File: src/sv/tfp_pkg.sv
// tfp_pkg: shared types and constants of the telemetry frame packer
// no dependencies; used by every module of the block
package tfp_pkg;

  // frame geometry and defaults
  localparam int MAX_WORDS_DEF = 16;
  localparam int WC_W          = 5;
  localparam int QUEUE_DEPTH   = 2;
  localparam int CFG_IDX_W     = 2;
  localparam int CFG_DATA_W    = 8;

  // configuration register indexes
  localparam logic [CFG_IDX_W-1:0] REG_HEADER   = 2'd0;
  localparam logic [CFG_IDX_W-1:0] REG_TARGET   = 2'd1;
  localparam logic [CFG_IDX_W-1:0] REG_FUNCTION = 2'd2;

  // register reset values
  localparam logic [7:0] HEADER_RST   = 8'hAB;
  localparam logic [7:0] TARGET_RST   = 8'hFF;
  localparam logic [7:0] FUNCTION_RST = 8'hF1;

  // input word
  typedef struct packed {
    logic signed [31:0]    value;
    logic [WC_W-1:0]       word_count;
  } in_item_t;

  // output word
  typedef struct packed {
    logic [7:0] frame_byte;
    logic       last_of_item;
    logic       last_of_frame;
  } out_item_t;

  // classified item handed from front to back
  typedef struct packed {
    logic [31:0] value;
    logic [7:0]  len_byte;
    logic        first;
    logic        empty;
    logic        last;
  } desc_t;

  // frame constants seen by the serializer
  typedef struct packed {
    logic [7:0] header_byte;
    logic [7:0] target_address;
    logic [7:0] function_id;
  } cfg_t;

endpackage

File: src/sv/tfp_front.sv
// tfp_front: accepts input words, tracks the open frame and classifies each word
// depends on tfp_pkg
module tfp_front #(
  parameter int MAX_WORDS = tfp_pkg::MAX_WORDS_DEF
) (
  input  logic              clk_i,
  input  logic              rst_ni,
  input  logic              in_valid_i,
  output logic              in_stall_o,
  input  tfp_pkg::in_item_t in_data_i,
  input  logic              full_i,
  output logic              push_o,
  output tfp_pkg::desc_t    desc_o
);

  localparam int CW = $clog2(MAX_WORDS + 1);
  localparam int XW = (CW > tfp_pkg::WC_W) ? CW : tfp_pkg::WC_W;

  logic [CW-1:0] words_left_q, words_left_d;
  logic [XW-1:0] wc_x, max_x, sat_x;
  logic [CW-1:0] count;
  logic          open_frame;

  // saturate the sampled word count
  assign wc_x  = XW'(in_data_i.word_count);
  assign max_x = XW'(MAX_WORDS);
  assign sat_x = (wc_x > max_x) ? max_x : wc_x;
  assign count = CW'(sat_x);

  assign open_frame = (words_left_q != '0);
  assign in_stall_o = full_i;
  assign push_o     = in_valid_i && !full_i;

  // classify the word
  always_comb begin
    desc_o.value    = in_data_i.value;
    desc_o.len_byte = 8'({count, 2'b00});
    desc_o.first    = !open_frame;
    desc_o.empty    = !open_frame && (count == '0);
    if (open_frame) begin
      desc_o.last  = (words_left_q == CW'(1));
      words_left_d = words_left_q - CW'(1);
    end else begin
      desc_o.last  = (count <= CW'(1));
      words_left_d = (count == '0) ? '0 : count - CW'(1);
    end
  end

  // words still owed to the open frame
  always_ff @(posedge clk_i or negedge rst_ni) begin
    if (!rst_ni) begin
      words_left_q <= '0;
    end else if (push_o) begin
      words_left_q <= words_left_d;
    end
  end

endmodule

File: src/sv/tfp_queue.sv
// tfp_queue: short register queue between front and back
// depends on tfp_pkg
module tfp_queue (
  input  logic           clk_i,
  input  logic           rst_ni,
  input  logic           push_i,
  input  tfp_pkg::desc_t desc_i,
  output logic           full_o,
  output logic           head_valid_o,
  output tfp_pkg::desc_t head_o,
  input  logic           pop_i
);

  localparam int DEPTH = tfp_pkg::QUEUE_DEPTH;
  localparam int PW    = (DEPTH > 1) ? $clog2(DEPTH) : 1;
  localparam int NW    = $clog2(DEPTH + 1);

  tfp_pkg::desc_t slot_q [DEPTH];
  logic [PW-1:0]  wr_ptr_q, rd_ptr_q;
  logic [NW-1:0]  fill_q;

  assign full_o       = (fill_q == NW'(DEPTH));
  assign head_valid_o = (fill_q != '0);
  assign head_o       = slot_q[rd_ptr_q];

  // payload slots
  always_ff @(posedge clk_i) begin
    if (push_i) begin
      slot_q[wr_ptr_q] <= desc_i;
    end
  end

  // pointers and fill level
  always_ff @(posedge clk_i or negedge rst_ni) begin
    if (!rst_ni) begin
      wr_ptr_q <= '0;
      rd_ptr_q <= '0;
      fill_q   <= '0;
    end else begin
      if (push_i) begin
        wr_ptr_q <= (wr_ptr_q == PW'(DEPTH - 1)) ? '0 : wr_ptr_q + PW'(1);
      end
      if (pop_i) begin
        rd_ptr_q <= (rd_ptr_q == PW'(DEPTH - 1)) ? '0 : rd_ptr_q + PW'(1);
      end
      case ({push_i, pop_i})
        2'b10:   fill_q <= fill_q + NW'(1);
        2'b01:   fill_q <= fill_q - NW'(1);
        default: fill_q <= fill_q;
      endcase
    end
  end

endmodule

File: src/sv/tfp_back.sv
// tfp_back: byte serializer with running checks and output register
// depends on tfp_pkg
module tfp_back (
  input  logic               clk_i,
  input  logic               rst_ni,
  input  tfp_pkg::cfg_t      cfg_i,
  input  logic               head_valid_i,
  input  tfp_pkg::desc_t     head_i,
  output logic               pop_o,
  output logic               out_valid_o,
  input  logic               out_stall_i,
  output tfp_pkg::out_item_t out_data_o
);

  typedef enum logic [3:0] {
    PH_NEW, PH_HDR, PH_ADDR, PH_FID, PH_LEN,
    PH_D0, PH_D1, PH_D2, PH_D3, PH_SUM, PH_ADD
  } phase_e;

  phase_e             phase_q, phase_d, cur;
  logic [7:0]         sum_q, add_q, sum_d, add_d;
  logic               out_valid_q;
  tfp_pkg::out_item_t out_q;
  logic               adv, done, checked;
  logic [7:0]         byte_v;

  assign adv = head_valid_i && (!out_valid_q || !out_stall_i);
  assign cur = (phase_q == PH_NEW) ? (head_i.first ? PH_HDR : PH_D0) : phase_q;

  // byte select and next phase
  always_comb begin
    byte_v  = 8'h00;
    checked = 1'b1;
    done    = 1'b0;
    phase_d = cur;
    unique case (cur)
      PH_HDR:  begin byte_v = cfg_i.header_byte;    phase_d = PH_ADDR; end
      PH_ADDR: begin byte_v = cfg_i.target_address; phase_d = PH_FID;  end
      PH_FID:  begin byte_v = cfg_i.function_id;    phase_d = PH_LEN;  end
      PH_LEN:  begin
        byte_v  = head_i.len_byte;
        phase_d = head_i.empty ? PH_SUM : PH_D0;
      end
      PH_D0:   begin byte_v = head_i.value[7:0];    phase_d = PH_D1;   end
      PH_D1:   begin byte_v = head_i.value[15:8];   phase_d = PH_D2;   end
      PH_D2:   begin byte_v = head_i.value[23:16];  phase_d = PH_D3;   end
      PH_D3:   begin
        byte_v  = head_i.value[31:24];
        done    = !head_i.last;
        phase_d = head_i.last ? PH_SUM : PH_NEW;
      end
      PH_SUM:  begin byte_v = sum_q; checked = 1'b0; phase_d = PH_ADD; end
      PH_ADD:  begin
        byte_v  = add_q;
        checked = 1'b0;
        done    = 1'b1;
        phase_d = PH_NEW;
      end
      default: begin byte_v = 8'h00; phase_d = PH_NEW; end
    endcase
  end

  // running sum and add checks, restarted by the header
  always_comb begin
    if (cur == PH_HDR) begin
      sum_d = byte_v;
      add_d = byte_v;
    end else if (cur == PH_ADD) begin
      sum_d = 8'h00;
      add_d = 8'h00;
    end else if (checked) begin
      sum_d = sum_q + byte_v;
      add_d = add_q + sum_d;
    end else begin
      sum_d = sum_q;
      add_d = add_q;
    end
  end

  assign pop_o       = adv && done;
  assign out_valid_o = out_valid_q;
  assign out_data_o  = out_q;

  // sequencer state and output register
  always_ff @(posedge clk_i or negedge rst_ni) begin
    if (!rst_ni) begin
      phase_q     <= PH_NEW;
      sum_q       <= 8'h00;
      add_q       <= 8'h00;
      out_valid_q <= 1'b0;
      out_q       <= '0;
    end else begin
      if (adv) begin
        phase_q             <= phase_d;
        sum_q               <= sum_d;
        add_q               <= add_d;
        out_valid_q         <= 1'b1;
        out_q.frame_byte    <= byte_v;
        out_q.last_of_item  <= done;
        out_q.last_of_frame <= (cur == PH_ADD);
      end else if (!out_stall_i) begin
        out_valid_q <= 1'b0;
      end
    end
  end

endmodule

File: src/sv/telemetry_frame_packer.sv
// telemetry_frame_packer: top level, configuration registers and the three parts
// depends on tfp_pkg, tfp_front, tfp_queue, tfp_back
// path: an accepted word goes into a queue slot; with the serializer idle, its first byte
//   goes into the output register; throughput is one byte per cycle from the serializer
//   while a word is queued and the output is not stalled: a mid-frame word is 4 bytes,
//   a frame's first word 8, an empty frame 6, plus 2 check bytes on the last word
// reset: no frame open, checks cleared, registers at 0xAB, 0xFF, 0xF1, queue empty
module telemetry_frame_packer #(
  parameter int MAX_WORDS = tfp_pkg::MAX_WORDS_DEF
) (
  input  logic                            clk_i,
  input  logic                            rst_ni,
  input  logic                            in_valid_i,
  output logic                            in_stall_o,
  input  tfp_pkg::in_item_t               in_data_i,
  output logic                            out_valid_o,
  input  logic                            out_stall_i,
  output tfp_pkg::out_item_t              out_data_o,
  input  logic                            cfg_valid_i,
  output logic                            cfg_ready_o,
  input  logic [tfp_pkg::CFG_IDX_W-1:0]   cfg_index_i,
  input  logic [tfp_pkg::CFG_DATA_W-1:0]  cfg_data_i
);

  tfp_pkg::cfg_t  cfg_q;
  tfp_pkg::desc_t push_desc, head_desc;
  logic           push, full, head_valid, pop;

  assign cfg_ready_o = 1'b1;

  // configuration registers
  always_ff @(posedge clk_i or negedge rst_ni) begin
    if (!rst_ni) begin
      cfg_q.header_byte    <= tfp_pkg::HEADER_RST;
      cfg_q.target_address <= tfp_pkg::TARGET_RST;
      cfg_q.function_id    <= tfp_pkg::FUNCTION_RST;
    end else if (cfg_valid_i) begin
      unique case (cfg_index_i)
        tfp_pkg::REG_HEADER:   cfg_q.header_byte    <= cfg_data_i;
        tfp_pkg::REG_TARGET:   cfg_q.target_address <= cfg_data_i;
        tfp_pkg::REG_FUNCTION: cfg_q.function_id    <= cfg_data_i;
        default:               cfg_q                <= cfg_q;
      endcase
    end
  end

  // front: accept and classify
  tfp_front #(.MAX_WORDS(MAX_WORDS)) u_front (
    .clk_i      (clk_i),
    .rst_ni     (rst_ni),
    .in_valid_i (in_valid_i),
    .in_stall_o (in_stall_o),
    .in_data_i  (in_data_i),
    .full_i     (full),
    .push_o     (push),
    .desc_o     (push_desc)
  );

  // queue between front and back
  tfp_queue u_queue (
    .clk_i        (clk_i),
    .rst_ni       (rst_ni),
    .push_i       (push),
    .desc_i       (push_desc),
    .full_o       (full),
    .head_valid_o (head_valid),
    .head_o       (head_desc),
    .pop_i        (pop)
  );

  // back: serialize bytes
  tfp_back u_back (
    .clk_i        (clk_i),
    .rst_ni       (rst_ni),
    .cfg_i        (cfg_q),
    .head_valid_i (head_valid),
    .head_i       (head_desc),
    .pop_o        (pop),
    .out_valid_o  (out_valid_o),
    .out_stall_i  (out_stall_i),
    .out_data_o   (out_data_o)
  );

endmodule

File: config.mk
export PLATFORM = sky130hd
export DESIGN_NAME = telemetry_frame_packer
export DESIGN_NICKNAME = d
export VERILOG_FILES = /design/src/sv/tfp_pkg.sv /design/src/sv/tfp_front.sv /design/src/sv/tfp_queue.sv /design/src/sv/tfp_back.sv /design/src/sv/telemetry_frame_packer.sv
export SDC_FILE = /design/constraint.sdc
export NUM_CORES = 1
export LEC_CHECK = 0
export ABC_AREA = 1
export BUFFER_PORTS_ARGS = -buffer_cell sky130_fd_sc_hd__buf_2
export CORE_MARGIN = 2
export CORE_UTILIZATION = 55
export DETAILED_ROUTE_END_ITERATION = 10
export GPL_ROUTABILITY_DRIVEN = 0
export HOLD_SLACK_MARGIN = 0.15
export PLACE_DENSITY = 0.79
export SYNTH_ARGS = -nofsm -noshare
export SYNTH_HDL_FRONTEND = slang
export SYNTH_SLANG_ARGS = --single-unit
File: constraint.sdc
create_clock -name clk_i -period 7.8 [get_ports clk_i]
set_input_delay 1.56 -clock clk_i [delete_from_list [all_inputs] [get_ports clk_i]]
set_output_delay 1.56 -clock clk_i [all_outputs]
set_load 0.05 [all_outputs]
After elaboration in Yosys (flattened, before gate mapping):

Memories as Yosys holds them, arrays and structs flattened.
Index checks and enable logic that the tools add are counted.

* register bits after elaboration: 64
* RAM bits: 80
* output and inout port bits: 13
* word-level logic and storage cells: 88
* memories: 1

Memory list
* u_queue.slot_q: words 2, bits a word 40, rd ports 1, clocked after memory_dff 0, write ports 1, RTL line tfp_queue.sv:18 `tfp_pkg::desc_t slot_q [DEPTH];`

* add/subtract/negate cells: 8
* $lt $le $gt $ge: 2
* equal/unequal tests: 18
* mux-type cells: 24
* reduce and logical (&&, ||, !) cells: 21

Operator list (number)
* 8-bit case mux with 10 select lines: 1
* 8-bit 2-to-1 mux: 6
* 4-bit case mux with 9 select lines: 1
* 8-bit adder: 2
* 4-bit by 3-bit equality test with 1-bit output, second input constant: 4
* 5-bit 2-to-1 mux: 3
* 4-bit equality test, second input constant: 3
* 4-bit 2-to-1 mux: 3
* 5-bit by 1-bit subtractor with 5-bit output, second input constant: 2
* 4-bit by 2-bit equality test with 1-bit output, second input constant: 2
* 2-bit AND reduction: 4
* 1-bit 2-to-1 mux: 7
* 2-bit equality test, second input constant: 3
* 5-bit by 1-bit equality test with 1-bit output, second input constant: 1
* 5-bit greater-than comparator, second input constant: 1
* 5-bit by 1-bit less-or-equal comparator with 1-bit output, second input constant: 1
* 1-bit logical NOT: 5
* 5-bit logical NOT: 1
* 5-bit nonzero test: 1
* 2-bit by 1-bit equality test with 1-bit output, second input constant: 2
* 4-bit by 1-bit equality test with 1-bit output, second input constant: 1
* 1-bit logical AND: 4
* 4-bit logical NOT: 1
* 2-bit case mux with 2 select lines: 1
* other kinds (11): 13

Depth between registers and ports, before layout:

Gate-level depths: netlist of run 1.
An unclocked memory read counts as a cell.

* depth after elaboration: 10
* mapped depth: 29

Cells and area by module:

From an unflattened synthesis of run 1, not the netlist that was laid out.

* cell total of the unflattened synthesis: 821
* area, all modules: 7871.3 µm²

Modules (own cells, without submodules)
* tfp_queue: instances 1, cells an instance 248, area each 3385.7 µm²
* tfp_back: instances 1, cells an instance 350, area each 2636.3 µm²
* telemetry_frame_packer: instances 1, cells an instance 109, area each 1081.0 µm²
* tfp_front: instances 1, cells an instance 114, area each 768.2 µm²

Worst setup path after synthesis of run 1:

No wires, ideal clock.

* kind: input to register
* start: in in_valid_i
* end: mem u_queue.slot_q[1][0] (netlist name) (enable)
* arrival: 3.478 ns
* data required time: 7.361 ns
* setup slack: 3.883 ns
* stages: 2
* path through: o21ai_1 -> nor2_1

* cells in the longest elaborated chain, start to end: 3

Ends and longest elaborated chain
* start: declaration: RTL line telemetry_frame_packer.sv:13 `input logic in_valid_i,`
* 1-bit logical AND: RTL line tfp_front.sv:32 `assign push_o = in_valid_i && !full_i;`
* 1-bit 2-to-1 mux: RTL line tfp_queue.sv:28 `if (push_i) begin`
* 1-bit 2-to-1 mux (implied by the code): RTL line tfp_queue.sv:29 `slot_q[wr_ptr_q] <= desc_i;`
* end: declaration: RTL line tfp_queue.sv:18

Every way passes these cells.

Final worst setup path of run 1:

* start: reg u_queue.rd_ptr_q
* end: reg u_back.add_q[6]

* cells in the longest elaborated chain, start to end: 10

Ends and longest elaborated chain
* start: declaration: RTL line tfp_queue.sv:19 `logic [PW-1:0] wr_ptr_q, rd_ptr_q;`
* start signal: assignment: RTL line tfp_queue.sv:44 `rd_ptr_q <= (rd_ptr_q == PW'(DEPTH - 1)) ? '0 : rd_ptr_q + PW'(1);`
* memory 2 x 40 bit *
* 3-bit 2-to-1 mux: RTL line tfp_back.sv:28 `assign cur = (phase_q == PH_NEW) ? (head_i.first ? PH_HDR : PH_D0) : phase_q;`
* 4-bit 2-to-1 mux: RTL line tfp_back.sv:28
* 4-bit equality test, or another cell as far along: RTL line tfp_back.sv:36 `unique case (cur)`
* 8-bit case mux with 10 select lines *: RTL line tfp_back.sv:36
* named net u_back.byte_v[2]: RTL line tfp_back.sv:25 `logic [7:0] byte_v;`
* 8-bit adder *: RTL line tfp_back.sv:72 `sum_d = sum_q + byte_v;`
* 8-bit adder *: RTL line tfp_back.sv:73 `add_d = add_q + sum_d;`
* 8-bit 2-to-1 mux *: RTL line tfp_back.sv:71 `end else if (checked) begin`
* 8-bit 2-to-1 mux *: RTL line tfp_back.sv:68 `end else if (cur == PH_ADD) begin`
* 8-bit 2-to-1 mux *: RTL line tfp_back.sv:65 `if (cur == PH_HDR) begin`
* end signal: assignment: RTL line tfp_back.sv:89 `add_q <= 8'h00;`
* end signal: assignment: RTL line tfp_back.sv:96 `add_q <= add_d;`
* end: declaration: RTL line tfp_back.sv:21 `logic [7:0] sum_q, add_q, sum_d, add_d;`

Mark *: on every way through the listed nets, which the timed path passes. The rest lies on a longest branch. The select of a mux whose other input is x is not followed.
A chain may end at the register's enable or synchronous reset.

==> results of run 1 <==
==> worst max-delay path, cell delays in order, from the launching register on <==
cell and delay [ns]:
dfrtp_1 0.39, inv_1 0.85, nand2_1 0.11, nand2_1 0.14
a21oi_2 0.09, nor3_2 0.44, nand2_1 0.12, nand3_1 0.10
inv_1 0.04, nand4_1 0.12, ha_1 0.30, a21oi_1 0.15
nand2_1 0.12, xnor2_1 0.16, inv_1 0.08, ha_1 0.35
nand2_1 0.09, nand2_1 0.05, a31oi_1 0.19, nor2_1 0.09
o21ai_0 0.15, nand2_1 0.08, o21ai_0 0.14, a21oi_1 0.06
o21ai_0 0.15, o21ai_0 0.10
==> flip-flops by register name, summed over array words and instances, names as in the netlist <==
signal / cells
cfg_q: 24
u_back.add_q: 8
u_back.out_data_o: 10
u_back.out_valid_o: 1
u_back.phase_q: 4
u_back.sum_q: 8
u_front.words_left_q: 5
u_queue.fill_q: 2
u_queue.rd_ptr_q: 1
u_queue.slot_q: 80
u_queue.wr_ptr_q: 1
==> power by group through the flow <==
stage               Combinational, mW  Sequential (mW)  Clock (mW)
floorplan                        1.51             1.23           0
global placement                 1.93             1.19           0
detailed placement               2.00             1.20           0
CTS                              2.02             1.19       0.858
global route                     2.31             1.21       0.893
finish                           2.06             1.19       0.855
==> layer usage <==
layer / routed length [um] / up-vias
li1: - / 2559
met1: 6988 / 2610
met2: 8207 / 242
met3: 1169 / 31
met4: 309 / 0
met5: 0 / -
==> logic make-up (layout without fill, tap and decap cells) <==
group | after synthesis | in the layout | share of synthesized area [%]
fa+ha+maj | 21 | 21 | 4.012
other cells | 1 | 1 | 0.05416
flops | 144 | 144 | 58.15
simple gates | 293 | 293 | 18.65
xor+xnor | 11 | 11 | 1.391
compound gates | 152 | 152 | 12.45
mux | 1 | 1 | 0.1446
buf+inv | 91 | 168 | 5.150
==> cell type report <==
type	count	area (um^2)	area share, %
multi-input combinational	479	2556	31.88
clock buffer	17	425.4	5.306
sequential	144	4026	50.22
tap	168	210.2	2.622
timing repair buffer	66	337.8	4.213
inverter	70	262.8	3.277
clock inverter	15	198.9	2.481
==> cells in the mapped netlist, types with 3 or more instances <==
library cell	n	share of area [%]
nand2_1	201	11
o21ai_0	51	3.7
nor2_2	4	0.36
ha_1	19	3.4
nand4_1	12	1.1
a21o_1	3	0.33
inv_2	8	0.43
edfxtp_1	80	35
xor2_1	4	0.51
a31oi_1	4	0.36
a22oi_1	4	0.43
buf_4	3	0.33
buf_2	3	0.22
a221oi_1	4	0.51
a21oi_1	65	4.7
nand3_1	24	1.7
clkbuf_1	13	0.70
o211ai_1	4	0.43
nor2_1	33	1.8
inv_1	62	3.4
xnor2_1	7	0.89
dfrtp_1	46	17
dfstp_2	18	6.8
a211oi_1	4	0.43
nand2_2	4	0.36
==> worst max-delay path by stage <==
stage | start | cells past startpoint | to
after floorplan | in_valid_i | 2 | u_queue.slot_q[1][0]
after global placement | u_queue.rd_ptr_q | 27 | u_back.add_q[7]
after detailed placement | u_queue.rd_ptr_q | 23 | u_back.add_q[7]
after CTS | u_queue.rd_ptr_q | 23 | u_back.add_q[7]
after global routing | u_queue.rd_ptr_q | 27 | u_back.add_q[7]
final | u_queue.rd_ptr_q | 25 | u_back.add_q[6]
==> per-stage QoR <==
step                area [um^2]  hold WS (ns)  worst slack [ns]  cells  utilization, %
floorplan                  6924        0.4530             3.883    714               -
global route               8018        0.5064             2.493    959           65.93
finish                     8018        0.4771             2.988    959           65.93
CTS                        8018        0.4853             3.037    959           65.93
detailed placement         7393        0.4685             3.065    927           60.79
global placement           7393        0.4622             3.284    927           60.79
==> cells in the final DEF (no fill, tap or decap), drive strengths merged, types with 2 or more instances in the layout <==
cell type,synthesis,layout
o21ai,54,54
bufinv,0,3
nand3,26,26
nand4,14,14
xnor2,7,7
a31oi,4,4
clkbuf,13,17
xor2,4,4
nand3b,2,2
ha,19,19
buf,8,66
a21oi,67,67
a21o,3,3
dfstp,18,18
a221oi,4,4
a22oi,4,4
edfxtp,80,80
o211ai,4,4
clkinvlp,0,3
a211oi,5,5
clkinv,0,3
inv,70,76
fa,2,2
nand2,206,206
dfrtp,46,46
nor3,5,5
o31ai,2,2
nor2,38,38
==> results.ini, run 1 <==
[synthesis]
synth-seq-area-share_pct=58.15
async_flop_share_pct=44.44
synthCells=714
ys_ff_latch=144
synth.avg_cell_area_um2=9.698
syn_nets=787
ys_warn_count=0
synth_edf_count=80
synthDistinctLibCells=50
synthFlopType=edfxtp_1
synth_area_mm2=0.006924

[power]
p_sw_share_pct=44.26
seq_power_share_pct=29.0
clkPwrFrac_pct=20.8
p_leak_nw=3.626
peakVddDrop_uv=288.0
p_total_mw=4.107
intPower_mw=2.290
p_comb_share_pct=50.2
p_per_area_mw_per_mm2=512.3
p_sw_mw=1.818

[timing]
max_freq_mhz=207.8
worst_pin_slew_ns=1.172
drv_slew=0
rsz0062_at_grt=no
period_minus_slack_ns=4.812
fin_tns_setup_ns=0
skew_ns=0.008324
finalCritPeriodShare_pct=61.69
hold_viol=0
timing.slew.headroom_pct=21.78
report.final.setup_viol=0

[placed_design]
io_buffers=63
hpwl_um=11490

[route]
finalWirelength_um=16670
dr.first_iter.drc_count=471
routedWlPerCell_um=17.39
vias_per_cell=5.675
drc=0
dr.pass1.iters=5
num_vias=5442
ant_nets=0

[cells_and_area]
antenna_cells=0
drive_above_1_share_pct=19.09
fin_nets=851
n_fill_cell=925
area_delta_synth_final_pct=15.79

[setup_path]
path_max_fanout=39
arrival_ns=5.08
crit_type=register to register
r2r_end=u_back.add_q[6]
r2r_cells=25
reg2reg_from=u_queue.rd_ptr_q
required_ns=8.07
regToRegSetupSlack_ns=2.99
end_kind=register
cp-start-kind=register

[global_route]
grtUsageMet1_pct=36.08
grt_pass1_vias=5215
grt_pass1_wl_um=26660
grt_max_degree=65
met3_usage_pct=6.124
grt.total_usage_pct=26.42
grt.busiest_layer=met2
antenna_found_initial=0
gr-total-overflow=0
grt_use_met2_pct=41.95

[clock_tree]
cts_buffer_depth=2
cts_buffers=17
hold_buffers=0
cts_htree_levels=4
cts.sinks=144
clkTransAtPathRegs_ns=0.06
cts_tree=done
clk_latency_ns=0.43
cts_resized=0
clockRootBuffer=clkbuf_16
cts_setup_buffers=0

[hold_path]
holdPathEnd=u_back.out_data_o[5]
hold_class=register to register
whs_path_depth=2
worst_hold_startpoint=u_back.out_data_o[5]

[floorplan]
fp.dieH_um=116.2
io_pins=65
num_rows=40
initial_utilization_pct=56.93
die_area_mm2=0.01350
die_w_um=116.2
core_area_mm2=0.01216

[job]
max_cap_violations=0

[outcome]
status=completed

(Power assumes the default switching activity.)
==> run 2, diff against run 1 <==
--- a/config.mk
+++ b/config.mk
@@ -8,11 +8,11 @@
 export ABC_AREA = 1
 export BUFFER_PORTS_ARGS = -buffer_cell sky130_fd_sc_hd__buf_2
 export CORE_MARGIN = 2
-export CORE_UTILIZATION = 55
+export CORE_UTILIZATION = 54
 export DETAILED_ROUTE_END_ITERATION = 10
 export GPL_ROUTABILITY_DRIVEN = 0
 export HOLD_SLACK_MARGIN = 0.15
-export PLACE_DENSITY = 0.79
+export PLACE_DENSITY = 0.81
 export SYNTH_ARGS = -nofsm -noshare
 export SYNTH_HDL_FRONTEND = slang
 export SYNTH_SLANG_ARGS = --single-unit
==> constraint.sdc (replaced) <==
create_clock -name clk_i -period 4.33 [get_ports clk_i]
set_input_delay 0.866 -clock clk_i [delete_from_list [all_inputs] [get_ports clk_i]]
set_output_delay 0.866 -clock clk_i [all_outputs]
set_load 0.05 [all_outputs]
==> run 2 against run 1 <==
Effect of this change: count of clock-buffer cells in the layout stayed put; die area rose by 1.8%; register-to-register slack got worse by 2.8 ns; largest power group unchanged.
==> results.ini, run 2 (synthesis results as in run 1) <==
[route]
dr.first_iter.drc_count=616  ; was 471
ant_nets=0  ; unchanged
routedWlPerCell_um=18.00  ; was 17.39 um
finalWirelength_um=17640  ; was 16670 um
dr.pass1.iters=7  ; was 5
drc=0  ; unchanged
vias_per_cell=5.699  ; was 5.675
num_vias=5585  ; was 5442

[power]
p_per_area_mw_per_mm2=943.7  ; was 512.3 mW/mm^2
p_leak_nw=3.693  ; was 3.626 nW
peakVddDrop_uv=536.6  ; was 288.0 uV

[clock_tree]
hold_buffers=0  ; unchanged
clkTransAtPathRegs_ns=0.06  ; about the same
clockRootBuffer=clkbuf_16  ; unchanged
cts_tree=done  ; unchanged
cts_buffer_depth=2  ; unchanged
cts_htree_levels=4  ; unchanged
clk_latency_ns=0.43  ; about the same
cts.sinks=144  ; unchanged
cts_buffers=17  ; unchanged

[cells_and_area]
top_register=u_queue.slot_q  ; unchanged
mostFrequentLayoutCell=nand2_1  ; unchanged
n_fill_cell=925  ; unchanged
fin_area_mm2=0.008214  ; was 0.008018 mm^2
drive_above_1_share_pct=23.64  ; was 19.09%
antenna_cells=0  ; unchanged
area_delta_synth_final_pct=18.63  ; was 15.79%
largest_reg_flops=80  ; unchanged
final_cell_mix=197 x nand2_1, 80 x edfxtp_1, 63 x buf_2  ; was 201 x nand2_1, 80 x edfxtp_1, 65 x a21oi_1
fin_nets=868  ; was 851

[placed_design]
io_buffers=63  ; unchanged
hpwl_um=12230  ; was 11490 um
dp_slack_ns=0.1229  ; was 3.065 ns
dpl-instance-area_mm2=0.007481  ; was 0.007393 mm^2

[global_route]
grt_max_degree=43  ; was 65
grt.total_usage_pct=26.64  ; was 26.42%
gr-total-overflow=0  ; unchanged
grt_pass1_wl_um=27440  ; was 26660 um
antenna_found_initial=0  ; unchanged
grt_pass1_vias=5430  ; was 5215

[setup_path]
slowest_delay_ns=0.44  ; was 0.85 ns
cp_slowest_cell=dfrtp_2  ; was inv_1
end_kind=register  ; unchanged
arrival_ns=4.53  ; was 5.08 ns
path_max_fanout=9  ; was 39
crit_buf_inv=3  ; unchanged
crit_top_cell=nand2_1  ; unchanged
cp_top_family=simple AND/OR/NAND/NOR gates  ; unchanged
cp-start-kind=register  ; unchanged
crit_type=register to register  ; unchanged
required_ns=4.68  ; was 8.07 ns

[timing]
fin_tns_setup_ns=0  ; unchanged
worst_pin_slew_ns=1.179  ; was 1.172 ns
hold_viol=0  ; unchanged
finalCritPeriodShare_pct=96.55  ; was 61.69%
timing.slew.headroom_pct=21.24  ; was 21.78%
drv_slew=0  ; unchanged
report.final.setup_viol=0  ; unchanged
skew_ns=0.01042  ; was 0.008324 ns
layout_setup_ws_ns=0.1492  ; was 2.988 ns
period_minus_slack_ns=4.181  ; was 4.812 ns
max_freq_mhz=239.2  ; was 207.8 MHz

[job]
max_cap_violations=0  ; unchanged

[floorplan]
initial_utilization_pct=55.09  ; was 56.93%
die_area_mm2=0.01374  ; was 0.01350 mm^2
fp.dieH_um=117.2  ; was 116.2 um
core_area_mm2=0.01257  ; was 0.01216 mm^2
io_pins=65  ; unchanged
die_w_um=117.2  ; was 116.2 um
num_rows=41  ; was 40

[outcome]
status=completed  ; unchanged

[hold_path]
hold_class=register to register  ; unchanged

[run 2: cell count changes in the layout (fill, tap and decap cells not counted), moves of 3 or more]
| cell | before | now |
|---|---|---|
| a21oi_1 | 65 | 60 |
| a21oi_2 | 2 | 6 |
| buf_4 | 3 | 20 |
| bufinv_16 | 3 | 0 |
| ha_1 | 19 | 15 |
| ha_4 | 0 | 3 |
| nand2_1 | 201 | 197 |
| nand2_2 | 4 | 7 |
[run 2: final timing paths]
check	startpoint	to	slack (ns)	cells past startpoint
max in group asynchronous	rst_ni	cfg_q[12]	2.78	2
setup / recovery	u_back.phase_q[2]	u_back.add_q[7]	0.15	27
hold / removal	u_back.out_data_o[3]	u_back.out_data_o[3]	0.48	2
hold reg to reg	u_back.out_data_o[3]	u_back.out_data_o[3]	0.48	2
min in group asynchronous	rst_ni	u_back.out_data_o[9]	0.62	1
setup reg to reg	u_back.phase_q[2]	u_back.add_q[7]	0.15	27
[run 2: repair_timing]
action	in CTS	in global routing
setup buffers	0	6
resized for setup	0	31
endpoints found under the setup margin	0	2
[run 2: report_power, final]
group,switching [mW],total (mW),internal [mW]
Sequential,0.231,2.15,1.92
Combinational,2.68,4.23,1.55
Clock,0.630,1.38,0.748
[run 2: layout make-up]
class / instances / area [um^2] / share of cell area [%]
sequential: 144 / 4029 / 49.05
multi-input combinational: 479 / 2684 / 32.67
timing repair buffer: 83 / 465.4 / 5.666
clock buffer: 17 / 425.4 / 5.179
inverter: 70 / 270.3 / 3.290
tap: 172 / 215.2 / 2.620
clock inverter: 15 / 125.1 / 1.523
[run 2: stage by stage]
step	utilization, %	hold slack (ns)	power (mW)	instances
detailed placement	59.52	0.4707	5.855	942
global route	65.36	0.5126	8.299	980
CTS	63.90	0.4890	7.239	974
finish	65.36	0.4842	7.752	980
floorplan	-	0.4530	4.936	714
global placement	59.52	0.4588	5.688	942
[run 2: worst reg2reg max path, stage by stage, from the launching register on]
cell and delay, ns:
dfrtp_2 0.44, inv_4 0.11, nand2_1 0.11, nor2_4 0.21, nand2_1 0.11, nand2_1 0.09
nor2_1 0.04, nand2_1 0.10, inv_2 0.12, nand2_2 0.10, nand4_1 0.14, ha_2 0.23
fa_2 0.35, nand3_1 0.11, nand2_1 0.07, nand2_1 0.07, nand2_1 0.07, a21oi_2 0.18
xnor2_2 0.18, ha_4 0.27, a21oi_2 0.16, o211ai_1 0.15, or2_2 0.29, nand2_1 0.08
inv_1 0.04, nand3_1 0.08, nand3_1 0.08, a21oi_1 0.15
[run 2: layer usage]
layer  vias up  global-route usage [%]  part of all wire [%]
met5         -                       0                     0
met4         0                   10.12                   2.6
li1       2596                       -                     -
met3        39                   6.643                   7.4
met1      2660                   34.71                    40
met2       290                   43.37                    50
